### src/design/sbot_pkg.sv
// ----------------------------------------------------------------------------
// sbot_pkg
// shared widths, register indexes and pipeline control word for the swept box
// overlap test unit
// ----------------------------------------------------------------------------
package sbot_pkg;

   // fixed field widths
   localparam int MOVE_W      = 13;
   localparam int OFF_W       = 14;
   localparam int SIZE_W      = 13;
   localparam int BOX_W       = 16;
   localparam int CSR_INDEX_W = 3;
   localparam int CSR_DATA_W  = 14;

   // configuration register indexes
   typedef enum logic [CSR_INDEX_W-1:0] {
      CSR_OWN_OFF_X  = 3'd0,
      CSR_OWN_OFF_Y  = 3'd1,
      CSR_OWN_WIDTH  = 3'd2,
      CSR_OWN_HEIGHT = 3'd3,
      CSR_OWN_FLIP   = 3'd4
   } csr_index_type;

   // control word travelling with each word down the pipeline
   typedef struct packed {
      logic valid;
      logic dx_neg;
      logic dy_neg;
      logic dx_nz;
      logic dy_nz;
   } sbot_flags_type;

endpackage

### src/design/sbot_geom.sv
// ----------------------------------------------------------------------------
// sbot_geom
// first two pipeline stages: mirroring, box edges and the swept moving box
// ----------------------------------------------------------------------------
module sbot_geom #(
   parameter int COORD_WIDTH = 16,
   parameter int CALC_WIDTH  = 19
) (
   input  logic                              clock,
   input  logic                              reset,
   input  logic                              in_valid,
   input  logic signed [COORD_WIDTH-1:0]     target_rel_x,
   input  logic signed [COORD_WIDTH-1:0]     target_rel_y,
   input  logic signed [sbot_pkg::MOVE_W-1:0] rel_move_x,
   input  logic signed [sbot_pkg::MOVE_W-1:0] rel_move_y,
   input  logic signed [sbot_pkg::OFF_W-1:0] target_off_x,
   input  logic signed [sbot_pkg::OFF_W-1:0] target_off_y,
   input  logic [sbot_pkg::SIZE_W-1:0]       target_width,
   input  logic [sbot_pkg::SIZE_W-1:0]       target_height,
   input  logic                              target_flip,
   input  logic signed [sbot_pkg::OFF_W-1:0] own_off_x,
   input  logic signed [sbot_pkg::OFF_W-1:0] own_off_y,
   input  logic [sbot_pkg::SIZE_W-1:0]       own_width,
   input  logic [sbot_pkg::SIZE_W-1:0]       own_height,
   input  logic                              own_flip,
   output sbot_pkg::sbot_flags_type          flags,
   output logic signed [CALC_WIDTH-1:0]      t_left,
   output logic signed [CALC_WIDTH-1:0]      t_right,
   output logic signed [CALC_WIDTH-1:0]      t_top,
   output logic signed [CALC_WIDTH-1:0]      t_bottom,
   output logic signed [CALC_WIDTH-1:0]      o_left,
   output logic signed [CALC_WIDTH-1:0]      o_right,
   output logic signed [CALC_WIDTH-1:0]      o_top,
   output logic signed [CALC_WIDTH-1:0]      o_bottom,
   output logic signed [CALC_WIDTH-1:0]      s_left,
   output logic signed [CALC_WIDTH-1:0]      s_right,
   output logic signed [CALC_WIDTH-1:0]      s_top,
   output logic signed [CALC_WIDTH-1:0]      s_bottom,
   output logic [sbot_pkg::MOVE_W-1:0]       abs_x,
   output logic [sbot_pkg::MOVE_W-1:0]       abs_y
);
   import sbot_pkg::*;

   // stage a signals
   logic signed [BOX_W-1:0]      own_x_mir;
   logic signed [BOX_W-1:0]      tgt_x_mir;
   logic signed [MOVE_W:0]       dx_neg_val;
   logic signed [MOVE_W:0]       dy_neg_val;
   sbot_flags_type               a_flags_in, a_flags_ff;
   logic signed [CALC_WIDTH-1:0] a_tl_in, a_tl_ff;
   logic signed [CALC_WIDTH-1:0] a_tt_in, a_tt_ff;
   logic signed [CALC_WIDTH-1:0] a_ol_in, a_ol_ff;
   logic signed [CALC_WIDTH-1:0] a_ot_in, a_ot_ff;
   logic [MOVE_W-1:0]            a_ax_in, a_ax_ff;
   logic [MOVE_W-1:0]            a_ay_in, a_ay_ff;
   logic [SIZE_W-1:0]            a_tw_ff, a_th_ff, a_ow_ff, a_oh_ff;

   // stage b signals
   logic signed [CALC_WIDTH-1:0] tw_x, th_x, ow_x, oh_x, ax_x, ay_x;
   sbot_flags_type               b_flags_ff;
   logic signed [CALC_WIDTH-1:0] b_tl_ff, b_tr_in, b_tr_ff, b_tt_ff, b_tb_in, b_tb_ff;
   logic signed [CALC_WIDTH-1:0] b_ol_ff, b_or_in, b_or_ff, b_ot_ff, b_ob_in, b_ob_ff;
   logic signed [CALC_WIDTH-1:0] b_sl_in, b_sl_ff, b_sr_in, b_sr_ff;
   logic signed [CALC_WIDTH-1:0] b_st_in, b_st_ff, b_sb_in, b_sb_ff;
   logic [MOVE_W-1:0]            b_ax_ff, b_ay_ff;

   // mirrored left edges: -(offset + width) when flipped
   always_comb begin
      own_x_mir = BOX_W'(own_off_x);
      if (own_flip) begin
         own_x_mir = -(BOX_W'(own_off_x) + $signed(BOX_W'(own_width)));
      end
      tgt_x_mir = BOX_W'(target_off_x);
      if (target_flip) begin
         tgt_x_mir = -(BOX_W'(target_off_x) + $signed(BOX_W'(target_width)));
      end
   end

   // exact magnitudes of the motion
   assign dx_neg_val = -((MOVE_W+1)'(rel_move_x));
   assign dy_neg_val = -((MOVE_W+1)'(rel_move_y));
   assign a_ax_in = rel_move_x[MOVE_W-1] ? dx_neg_val[MOVE_W-1:0] : rel_move_x;
   assign a_ay_in = rel_move_y[MOVE_W-1] ? dy_neg_val[MOVE_W-1:0] : rel_move_y;

   // target origin corner and own box origin corner
   assign a_tl_in = CALC_WIDTH'(target_rel_x) + CALC_WIDTH'(tgt_x_mir);
   assign a_tt_in = CALC_WIDTH'(target_rel_y) + CALC_WIDTH'(target_off_y);
   assign a_ol_in = CALC_WIDTH'(own_x_mir);
   assign a_ot_in = CALC_WIDTH'(own_off_y);

   always_comb begin
      a_flags_in.valid  = in_valid;
      a_flags_in.dx_neg = rel_move_x[MOVE_W-1];
      a_flags_in.dy_neg = rel_move_y[MOVE_W-1];
      a_flags_in.dx_nz  = (rel_move_x != '0);
      a_flags_in.dy_nz  = (rel_move_y != '0);
   end

   // stage a registers
   always_ff @(posedge clock) begin
      if (reset) begin
         a_flags_ff <= '0;
      end else begin
         a_flags_ff <= a_flags_in;
      end
      a_tl_ff <= a_tl_in;
      a_tt_ff <= a_tt_in;
      a_ol_ff <= a_ol_in;
      a_ot_ff <= a_ot_in;
      a_ax_ff <= a_ax_in;
      a_ay_ff <= a_ay_in;
      a_tw_ff <= target_width;
      a_th_ff <= target_height;
      a_ow_ff <= own_width;
      a_oh_ff <= own_height;
   end

   // far edges and the box stretched back along the motion
   assign tw_x = CALC_WIDTH'(a_tw_ff);
   assign th_x = CALC_WIDTH'(a_th_ff);
   assign ow_x = CALC_WIDTH'(a_ow_ff);
   assign oh_x = CALC_WIDTH'(a_oh_ff);
   assign ax_x = CALC_WIDTH'(a_ax_ff);
   assign ay_x = CALC_WIDTH'(a_ay_ff);

   assign b_tr_in = a_tl_ff + tw_x;
   assign b_tb_in = a_tt_ff + th_x;
   assign b_or_in = a_ol_ff + ow_x;
   assign b_ob_in = a_ot_ff + oh_x;
   assign b_sl_in = a_flags_ff.dx_neg ? a_ol_ff : a_ol_ff - ax_x;
   assign b_sr_in = a_flags_ff.dx_neg ? a_ol_ff + ow_x + ax_x : a_ol_ff + ow_x;
   assign b_st_in = a_flags_ff.dy_neg ? a_ot_ff : a_ot_ff - ay_x;
   assign b_sb_in = a_flags_ff.dy_neg ? a_ot_ff + oh_x + ay_x : a_ot_ff + oh_x;

   // stage b registers
   always_ff @(posedge clock) begin
      if (reset) begin
         b_flags_ff <= '0;
      end else begin
         b_flags_ff <= a_flags_ff;
      end
      b_tl_ff <= a_tl_ff;
      b_tr_ff <= b_tr_in;
      b_tt_ff <= a_tt_ff;
      b_tb_ff <= b_tb_in;
      b_ol_ff <= a_ol_ff;
      b_or_ff <= b_or_in;
      b_ot_ff <= a_ot_ff;
      b_ob_ff <= b_ob_in;
      b_sl_ff <= b_sl_in;
      b_sr_ff <= b_sr_in;
      b_st_ff <= b_st_in;
      b_sb_ff <= b_sb_in;
      b_ax_ff <= a_ax_ff;
      b_ay_ff <= a_ay_ff;
   end

   assign flags    = b_flags_ff;
   assign t_left   = b_tl_ff;
   assign t_right  = b_tr_ff;
   assign t_top    = b_tt_ff;
   assign t_bottom = b_tb_ff;
   assign o_left   = b_ol_ff;
   assign o_right  = b_or_ff;
   assign o_top    = b_ot_ff;
   assign o_bottom = b_ob_ff;
   assign s_left   = b_sl_ff;
   assign s_right  = b_sr_ff;
   assign s_top    = b_st_ff;
   assign s_bottom = b_sb_ff;
   assign abs_x    = b_ax_ff;
   assign abs_y    = b_ay_ff;

endmodule

### src/design/sbot_interval.sv
// ----------------------------------------------------------------------------
// sbot_interval
// third pipeline stage: strict overlap of the swept box and the per-axis
// entry and exit numerators
// ----------------------------------------------------------------------------
module sbot_interval #(
   parameter int CALC_WIDTH = 19
) (
   input  logic                         clock,
   input  logic                         reset,
   input  sbot_pkg::sbot_flags_type     in_flags,
   input  logic signed [CALC_WIDTH-1:0] t_left,
   input  logic signed [CALC_WIDTH-1:0] t_right,
   input  logic signed [CALC_WIDTH-1:0] t_top,
   input  logic signed [CALC_WIDTH-1:0] t_bottom,
   input  logic signed [CALC_WIDTH-1:0] o_left,
   input  logic signed [CALC_WIDTH-1:0] o_right,
   input  logic signed [CALC_WIDTH-1:0] o_top,
   input  logic signed [CALC_WIDTH-1:0] o_bottom,
   input  logic signed [CALC_WIDTH-1:0] s_left,
   input  logic signed [CALC_WIDTH-1:0] s_right,
   input  logic signed [CALC_WIDTH-1:0] s_top,
   input  logic signed [CALC_WIDTH-1:0] s_bottom,
   input  logic [sbot_pkg::MOVE_W-1:0]  abs_x,
   input  logic [sbot_pkg::MOVE_W-1:0]  abs_y,
   output sbot_pkg::sbot_flags_type     out_flags,
   output logic                         overlap,
   output logic signed [CALC_WIDTH-1:0] x_lo,
   output logic signed [CALC_WIDTH-1:0] x_hi,
   output logic signed [CALC_WIDTH-1:0] y_lo,
   output logic signed [CALC_WIDTH-1:0] y_hi,
   output logic [sbot_pkg::MOVE_W-1:0]  x_den,
   output logic [sbot_pkg::MOVE_W-1:0]  y_den
);
   import sbot_pkg::*;

   sbot_flags_type               flags_ff;
   logic                         ov_in, ov_ff;
   logic signed [CALC_WIDTH-1:0] xlo_in, xlo_ff, xhi_in, xhi_ff;
   logic signed [CALC_WIDTH-1:0] ylo_in, ylo_ff, yhi_in, yhi_ff;
   logic [MOVE_W-1:0]            xd_ff, yd_ff;

   // strict overlap on both axes
   assign ov_in = (s_left < t_right) && (s_right > t_left) &&
                  (s_top < t_bottom) && (s_bottom > t_top);

   // entry and exit numerators, sign folded so the denominator is the magnitude
   assign xlo_in = in_flags.dx_neg ? o_left - t_right  : t_left - o_right;
   assign xhi_in = in_flags.dx_neg ? o_right - t_left  : t_right - o_left;
   assign ylo_in = in_flags.dy_neg ? o_top - t_bottom  : t_top - o_bottom;
   assign yhi_in = in_flags.dy_neg ? o_bottom - t_top  : t_bottom - o_top;

   // stage c registers
   always_ff @(posedge clock) begin
      if (reset) begin
         flags_ff <= '0;
      end else begin
         flags_ff <= in_flags;
      end
      ov_ff  <= ov_in;
      xlo_ff <= xlo_in;
      xhi_ff <= xhi_in;
      ylo_ff <= ylo_in;
      yhi_ff <= yhi_in;
      xd_ff  <= abs_x;
      yd_ff  <= abs_y;
   end

   assign out_flags = flags_ff;
   assign overlap   = ov_ff;
   assign x_lo      = xlo_ff;
   assign x_hi      = xhi_ff;
   assign y_lo      = ylo_ff;
   assign y_hi      = yhi_ff;
   assign x_den     = xd_ff;
   assign y_den     = yd_ff;

endmodule

### src/design/sbot_time_cmp.sv
// ----------------------------------------------------------------------------
// sbot_time_cmp
// last two pipeline stages: cross-multiplied entry/exit time compares and
// the result register
// ----------------------------------------------------------------------------
module sbot_time_cmp #(
   parameter int CALC_WIDTH = 19
) (
   input  logic                         clock,
   input  logic                         reset,
   input  sbot_pkg::sbot_flags_type     in_flags,
   input  logic                         overlap,
   input  logic signed [CALC_WIDTH-1:0] x_lo,
   input  logic signed [CALC_WIDTH-1:0] x_hi,
   input  logic signed [CALC_WIDTH-1:0] y_lo,
   input  logic signed [CALC_WIDTH-1:0] y_hi,
   input  logic [sbot_pkg::MOVE_W-1:0]  x_den,
   input  logic [sbot_pkg::MOVE_W-1:0]  y_den,
   output logic                         rsp_strobe,
   output logic                         rsp_hit
);
   import sbot_pkg::*;

   localparam int PROD_W = CALC_WIDTH + MOVE_W + 1;

   logic signed [PROD_W-1:0] xd_x, yd_x;
   logic signed [PROD_W-1:0] yhi_xd_in, yhi_xd_ff, xlo_yd_in, xlo_yd_ff;
   logic signed [PROD_W-1:0] xhi_yd_in, xhi_yd_ff, ylo_xd_in, ylo_xd_ff;
   logic                     d_valid_ff, d_ov_ff, d_both_ff;
   logic                     miss;
   logic                     strobe_ff, hit_ff;

   // four products, one per side of the two interval compares
   assign xd_x = PROD_W'($signed({1'b0, x_den}));
   assign yd_x = PROD_W'($signed({1'b0, y_den}));
   assign yhi_xd_in = PROD_W'(y_hi) * xd_x;
   assign xlo_yd_in = PROD_W'(x_lo) * yd_x;
   assign xhi_yd_in = PROD_W'(x_hi) * yd_x;
   assign ylo_xd_in = PROD_W'(y_lo) * xd_x;

   // stage d registers
   always_ff @(posedge clock) begin
      if (reset) begin
         d_valid_ff <= 1'b0;
      end else begin
         d_valid_ff <= in_flags.valid;
      end
      d_ov_ff   <= overlap;
      d_both_ff <= in_flags.dx_nz & in_flags.dy_nz;
      yhi_xd_ff <= yhi_xd_in;
      xlo_yd_ff <= xlo_yd_in;
      xhi_yd_ff <= xhi_yd_in;
      ylo_xd_ff <= ylo_xd_in;
   end

   // with motion on both axes, the intervals fail to meet when one exit comes before the other entry
   assign miss = d_both_ff && ((yhi_xd_ff < xlo_yd_ff) || (xhi_yd_ff < ylo_xd_ff));

   // result register
   always_ff @(posedge clock) begin
      if (reset) begin
         strobe_ff <= 1'b0;
      end else begin
         strobe_ff <= d_valid_ff;
      end
      hit_ff <= d_ov_ff & ~miss;
   end

   assign rsp_strobe = strobe_ff;
   assign rsp_hit    = hit_ff;

endmodule

### src/design/swept_box_overlap_test_unit.sv
// ----------------------------------------------------------------------------
// swept_box_overlap_test_unit
// tests whether a moving box, set up in registers, met a target box during
// one frame of relative motion
// ----------------------------------------------------------------------------
// Fully pipelined: one test word is taken in every clock cycle and busy never
// rises. Each result comes out on rsp_hit with rsp_strobe high for one cycle,
// having passed five register stages, the first loaded at the edge that took
// its request (two geometry stages, one overlap and interval stage, one
// multiply stage, one result register), in request order. The receiver has
// no way to hold results off, so it must take every strobed word. csr_ready
// is always high; registers should be written only while no test is in flight.
module swept_box_overlap_test_unit #(
   parameter int COORD_WIDTH = 16
) (
   input  logic                                   clock,
   input  logic                                   reset,
   // request channel
   input  logic                                   start,
   output logic                                   busy,
   input  logic signed [COORD_WIDTH-1:0]          req_target_rel_x,
   input  logic signed [COORD_WIDTH-1:0]          req_target_rel_y,
   input  logic signed [sbot_pkg::MOVE_W-1:0]     req_rel_move_x,
   input  logic signed [sbot_pkg::MOVE_W-1:0]     req_rel_move_y,
   input  logic signed [sbot_pkg::OFF_W-1:0]      req_target_off_x,
   input  logic signed [sbot_pkg::OFF_W-1:0]      req_target_off_y,
   input  logic [sbot_pkg::SIZE_W-1:0]            req_target_width,
   input  logic [sbot_pkg::SIZE_W-1:0]            req_target_height,
   input  logic                                   req_target_flip,
   // result channel
   output logic                                   rsp_strobe,
   output logic                                   rsp_hit,
   // register write channel
   input  logic                                   csr_valid,
   output logic                                   csr_ready,
   input  logic [sbot_pkg::CSR_INDEX_W-1:0]       csr_index,
   input  logic [sbot_pkg::CSR_DATA_W-1:0]        csr_wdata
);
   import sbot_pkg::*;

   localparam int CALC_WIDTH = ((COORD_WIDTH > BOX_W) ? COORD_WIDTH : BOX_W) + 3;

   logic signed [OFF_W-1:0]      own_off_x_ff, own_off_y_ff;
   logic [SIZE_W-1:0]            own_width_ff, own_height_ff;
   logic                         own_flip_ff;
   logic                         req_take;
   csr_index_type                csr_sel;

   sbot_flags_type               g_flags, i_flags;
   logic signed [CALC_WIDTH-1:0] t_left, t_right, t_top, t_bottom;
   logic signed [CALC_WIDTH-1:0] o_left, o_right, o_top, o_bottom;
   logic signed [CALC_WIDTH-1:0] s_left, s_right, s_top, s_bottom;
   logic [MOVE_W-1:0]            abs_x, abs_y, x_den, y_den;
   logic                         overlap;
   logic signed [CALC_WIDTH-1:0] x_lo, x_hi, y_lo, y_hi;

   assign busy      = 1'b0;
   assign csr_ready = 1'b1;
   assign req_take  = start & ~busy;
   assign csr_sel   = csr_index_type'(csr_index);

   // register writes, unknown indexes ignored
   always_ff @(posedge clock) begin
      if (reset) begin
         own_off_x_ff  <= '0;
         own_off_y_ff  <= '0;
         own_width_ff  <= '0;
         own_height_ff <= '0;
         own_flip_ff   <= 1'b0;
      end else if (csr_valid && csr_ready) begin
         unique case (csr_sel)
            CSR_OWN_OFF_X:  own_off_x_ff  <= csr_wdata[OFF_W-1:0];
            CSR_OWN_OFF_Y:  own_off_y_ff  <= csr_wdata[OFF_W-1:0];
            CSR_OWN_WIDTH:  own_width_ff  <= csr_wdata[SIZE_W-1:0];
            CSR_OWN_HEIGHT: own_height_ff <= csr_wdata[SIZE_W-1:0];
            CSR_OWN_FLIP:   own_flip_ff   <= csr_wdata[0];
            default: begin
            end
         endcase
      end
   end

   // box geometry stages
   sbot_geom #(
      .COORD_WIDTH (COORD_WIDTH),
      .CALC_WIDTH  (CALC_WIDTH)
   ) u_geom (
      .clock         (clock),
      .reset         (reset),
      .in_valid      (req_take),
      .target_rel_x  (req_target_rel_x),
      .target_rel_y  (req_target_rel_y),
      .rel_move_x    (req_rel_move_x),
      .rel_move_y    (req_rel_move_y),
      .target_off_x  (req_target_off_x),
      .target_off_y  (req_target_off_y),
      .target_width  (req_target_width),
      .target_height (req_target_height),
      .target_flip   (req_target_flip),
      .own_off_x     (own_off_x_ff),
      .own_off_y     (own_off_y_ff),
      .own_width     (own_width_ff),
      .own_height    (own_height_ff),
      .own_flip      (own_flip_ff),
      .flags         (g_flags),
      .t_left        (t_left),
      .t_right       (t_right),
      .t_top         (t_top),
      .t_bottom      (t_bottom),
      .o_left        (o_left),
      .o_right       (o_right),
      .o_top         (o_top),
      .o_bottom      (o_bottom),
      .s_left        (s_left),
      .s_right       (s_right),
      .s_top         (s_top),
      .s_bottom      (s_bottom),
      .abs_x         (abs_x),
      .abs_y         (abs_y)
   );

   // overlap and interval numerators
   sbot_interval #(
      .CALC_WIDTH (CALC_WIDTH)
   ) u_interval (
      .clock     (clock),
      .reset     (reset),
      .in_flags  (g_flags),
      .t_left    (t_left),
      .t_right   (t_right),
      .t_top     (t_top),
      .t_bottom  (t_bottom),
      .o_left    (o_left),
      .o_right   (o_right),
      .o_top     (o_top),
      .o_bottom  (o_bottom),
      .s_left    (s_left),
      .s_right   (s_right),
      .s_top     (s_top),
      .s_bottom  (s_bottom),
      .abs_x     (abs_x),
      .abs_y     (abs_y),
      .out_flags (i_flags),
      .overlap   (overlap),
      .x_lo      (x_lo),
      .x_hi      (x_hi),
      .y_lo      (y_lo),
      .y_hi      (y_hi),
      .x_den     (x_den),
      .y_den     (y_den)
   );

   // time compares and result
   sbot_time_cmp #(
      .CALC_WIDTH (CALC_WIDTH)
   ) u_time_cmp (
      .clock      (clock),
      .reset      (reset),
      .in_flags   (i_flags),
      .overlap    (overlap),
      .x_lo       (x_lo),
      .x_hi       (x_hi),
      .y_lo       (y_lo),
      .y_hi       (y_hi),
      .x_den      (x_den),
      .y_den      (y_den),
      .rsp_strobe (rsp_strobe),
      .rsp_hit    (rsp_hit)
   );

endmodule

### config.mk
export PLATFORM = sky130hd
export DESIGN_NAME = swept_box_overlap_test_unit
export DESIGN_NICKNAME = d
export VERILOG_FILES = /design/src/design/sbot_pkg.sv /design/src/design/sbot_geom.sv /design/src/design/sbot_interval.sv /design/src/design/sbot_time_cmp.sv /design/src/design/swept_box_overlap_test_unit.sv
export SDC_FILE = /design/constraint.sdc
export NUM_CORES = 2
export LEC_CHECK = 0
export ABC_AREA = 1
export CAP_MARGIN = 20
export CORE_AREA = 4 4 361 363
export DETAILED_ROUTE_END_ITERATION = 8
export DIE_AREA = 0 0 365 367
export DONT_BUFFER_PORTS = 1
export GPL_TIMING_DRIVEN = 0
export PLACE_DENSITY = 0.76
export RECOVER_POWER = 50
export SLEW_MARGIN = 10
export SYNTH_ARGS = -nofsm -noshare
export SYNTH_HDL_FRONTEND = slang
export SYNTH_HIERARCHICAL = 1
export SYNTH_SLANG_ARGS = --single-unit
### constraint.sdc
create_clock -name clock -period 6.62 [get_ports clock]
set_clock_uncertainty 0.05 [all_clocks]
set_input_delay 0.331 -clock clock [delete_from_list [all_inputs] [get_ports clock]]
set_output_delay 0.331 -clock clock [all_outputs]
set_load 0.1 [all_outputs]
==> run_results.csv <==
group,metric,value,unit
run_status,run_status,"finished clean",
timing,min_period,6.484,ns
min_path,min_path_type,"input pin to register",
global_route,overflow,0,
routing,total_vias_in_the_final_route,64650,
synth,synth_warnings,6,
timing,setup_total_negative_slack,0,ns
min_path,hold_path.startpoint,"req_target_off_x[7]",
timing,setup-violations-final,0,
finish,filler_cell_count,11010,
setup_path,r2r_end,"u_time_cmp/xlo_yd_ff[25]",
floorplan,io_pins,138,
setup_path,kind_of_launch_point_of_the_worst_setup_path,"register",
finish,area_delta_synth_final,8.480,%
clock_network,cts_buffers,76,
setup_path,worst_r2r_path_depth,19,
routing,detailedRoute.firstIterationViolations,5487,
placed_design,port_buffers,0,
clock_network,h-tree-depth,3,
setup_path,crit_top_cell,"sky130_fd_sc_hd__fa_1",
global_route,global_route.usage.total,0.3447,
finish,regArea,13500,µm²
min_path,holdPathEnd,"u_geom/a_tl_ff[7]",
placed_design,place.gp.congestion,0.9978,
synth,synthesis.nets,11850,
timing,slew_viol_final,0,
setup_path,critPathKind,"register to register",
clock_network,clk_pin_slew_worst_paths,0.06,ns
floorplan,core,127000,µm²
setup_path,timing.critical_path.cells,"clkbuf_1 > nand2_1 > fa_1 > fa_1 > inv_1 > fa_1 > fa_1 > fa_1 > inv_1 > fa_1 > inv_1 > ha_1 > nand2_1 > nor3_2 > nand4_1 > nand3_1 > nand2_1 > nand2_1 > xor2_1",
setup_path,crit_path_max_incr_delay,0.60,ns
synth,syn_inst,9957,
routing,drc,0,
setup_path,timing.critical_path.fanout_max,10,
setup_path,critPathCaptureType,"register",
setup_path,regToRegSetupSlack,0.14,ns
finish,final_cells,11910,
setup_path,worstReg2RegStart,"u_interval/y_den[5]",
routing,route.detailed.wl_per_inst,19.24,µm
finish,multiInputGateArea,52180,µm²
clock_network,clock-root-buffer,"sky130_fd_sc_hd__clkbuf_16",
min_path,whs_path_depth,4,
timing,timing.final.crit_share,0.9795,
placed_design,place.detailed.hpwl,190200,µm
global_route,maximum_number_of_pins_on_one_net_before_global_route_repair,20,
setup_path,cp.arrival,6.93,ns
global_route,grt_pass1_vias,65890,
timing,achievable-frequency,0.1542,GHz
routing,firstDrtPassIters,7,
timing,worst_pin_slew,0.9817,ns
clock_network,clock_sinks,674,
setup_path,crit_family,"adder cells",
timing,setup_repair_after_global_routing_missed_its_margin,"false",
routing,postRouteAntennaNets,0,
job,max_cap_violations,0,
global_route,antenna_violations_before_repair,9,
synth,mean_instance_size_in_the_synthesized_netlist,7.625,µm²
floorplan,die-area,134000,µm²
floorplan,placementRows,131,
setup_path,worstPathRequired,7.07,ns
finish,drive_gt1_frac,0.04283,
finish,num-nets-final,12080,
timing,hold_viol_final,0,
global_route,global_route_wire_length_before_repair,360000,µm
clock_network,clk_latency,0.71,ns
routing,routed_wl,229200,µm
setup_path,crit_buf_inv,4,
floorplan,die_extent_in_y,367,µm
clock_network,clk_path_buf_depth,3,
floorplan,floorplan.die.width,365,µm
routing,drt-vias-per-instance,5.427,
timing,slew_headroom,0.3447,
placed_design,placedCellCount,11620,
clock_network,tritoncts_clock_tree,"done",
synth,syn-cell-area,75930,µm²
setup_path,slowest_cp_cell,"sky130_fd_sc_hd__clkbuf_1",
floorplan,start_util,0.5977,
[worst min-delay path, cell delays in order]
cell and delay, ns:
sky130_fd_sc_hd__nand2_1 0.04, sky130_fd_sc_hd__o21ai_0 0.07, sky130_fd_sc_hd__ha_1 0.22, sky130_fd_sc_hd__xor2_1 0.09
[metal layers]
metal	global-route usage	part of all wire	wire, µm	up-vias
met1	0.4481	0.40	92670	30800
met3	0.07908	0.094	21490	599
met4	0.1520	0.053	12190	6
li1	-	-	-	30430
met5	0	0.00016	37	-
met2	0.5511	0.45	102800	2823
[what timing repair did]
action | in CTS | in global routing
hold endpoints to repair | 150 | 0
buffers inserted | 0 | 0
gates cloned | 0 | 0
hold buffers | 165 | 0
endpoints found under the setup margin | 63 | 50
resized for setup | 34 | 104
[metrics by stage]
stage	utilization	worst slack, ns	instance area [µm²]	hold slack, ns
after floorplan	-	1.100	75930	0.2596
after global placement	0.6141	-0.5851	78010	0.2615
after detailed placement	0.6141	-0.5933	78010	0.2646
after CTS	0.6481	0.002371	82330	0.007419
after global routing	0.6484	0.004554	82360	0.03298
final	0.6484	0.1357	82370	0.05729
[worst max path at each step]
stage / start / endpoint / slack, ns / cells after the start
floorplan: u_interval/x_den[5] / u_time_cmp/ylo_xd_ff[32] / 1.10 / 22
global placement: u_interval/x_den[7] / u_time_cmp/ylo_xd_ff[32] / -0.59 / 20
detailed placement: u_interval/x_den[7] / u_time_cmp/ylo_xd_ff[32] / -0.59 / 20
CTS: u_interval/y_den[2] / u_time_cmp/xlo_yd_ff[25] / 0.002 / 22
global route: u_interval/y_den[3] / u_time_cmp/xlo_yd_ff[25] / 0.005 / 22
finish: u_interval/y_den[5] / u_time_cmp/xlo_yd_ff[25] / 0.14 / 19
[cells in the final DEF, fill, tap and decap left out, types with 25 or more instances in the layout]
cell type,instances
sky130_fd_sc_hd__fa_1,958
sky130_fd_sc_hd__nand3_1,339
sky130_fd_sc_hd__dfxtp_1,668
sky130_fd_sc_hd__nor2_1,552
sky130_fd_sc_hd__nand4_1,61
sky130_fd_sc_hd__buf_4,51
sky130_fd_sc_hd__o21ai_0,294
sky130_fd_sc_hd__buf_2,35
sky130_fd_sc_hd__a21oi_2,25
sky130_fd_sc_hd__clkbuf_1,131
sky130_fd_sc_hd__clkbuf_16,77
sky130_fd_sc_hd__a31oi_1,25
sky130_fd_sc_hd__a21o_1,74
sky130_fd_sc_hd__ha_1,796
sky130_fd_sc_hd__clkbuf_2,47
sky130_fd_sc_hd__o21ai_1,54
sky130_fd_sc_hd__nor3_1,46
sky130_fd_sc_hd__o21ai_2,30
sky130_fd_sc_hd__o21bai_1,31
sky130_fd_sc_hd__xor2_1,186
sky130_fd_sc_hd__inv_1,2356
sky130_fd_sc_hd__nand2_1,2326
sky130_fd_sc_hd__dlygate4sd3_1,165
sky130_fd_sc_hd__xnor2_1,91
sky130_fd_sc_hd__nand2_2,29
sky130_fd_sc_hd__a21oi_1,510
[flip-flops by register name, summed over array words and instances (netlist names), 18 cells and up]
| signal | cells |
|---|---|
| u_geom/s_right | 18 |
| u_geom/t_bottom | 18 |
| u_geom/t_right | 18 |
| u_interval/x_hi | 19 |
| u_interval/x_lo | 19 |
| u_interval/y_hi | 19 |
| u_interval/y_lo | 19 |
| u_time_cmp/xhi_yd_ff | 33 |
| u_time_cmp/xlo_yd_ff | 33 |
| u_time_cmp/yhi_xd_ff | 33 |
| u_time_cmp/ylo_xd_ff | 33 |
[final cells by class]
type / instances / share of cell area
clock buffer: 100 / 0.02566
buffer: 284 / 0.01714
inverter: 2371 / 0.1081
clock inverter: 35 / 0.006350
sequential: 674 / 0.1639
tap: 1662 / 0.02525
timing repair buffer: 165 / 0.02005
antenna: 2 / 0.00006076
multi-input combinational: 6621 / 0.6335
Power is not shown: default switching activity piles up to over one toggle a cycle in this logic, so the estimate is an artifact.
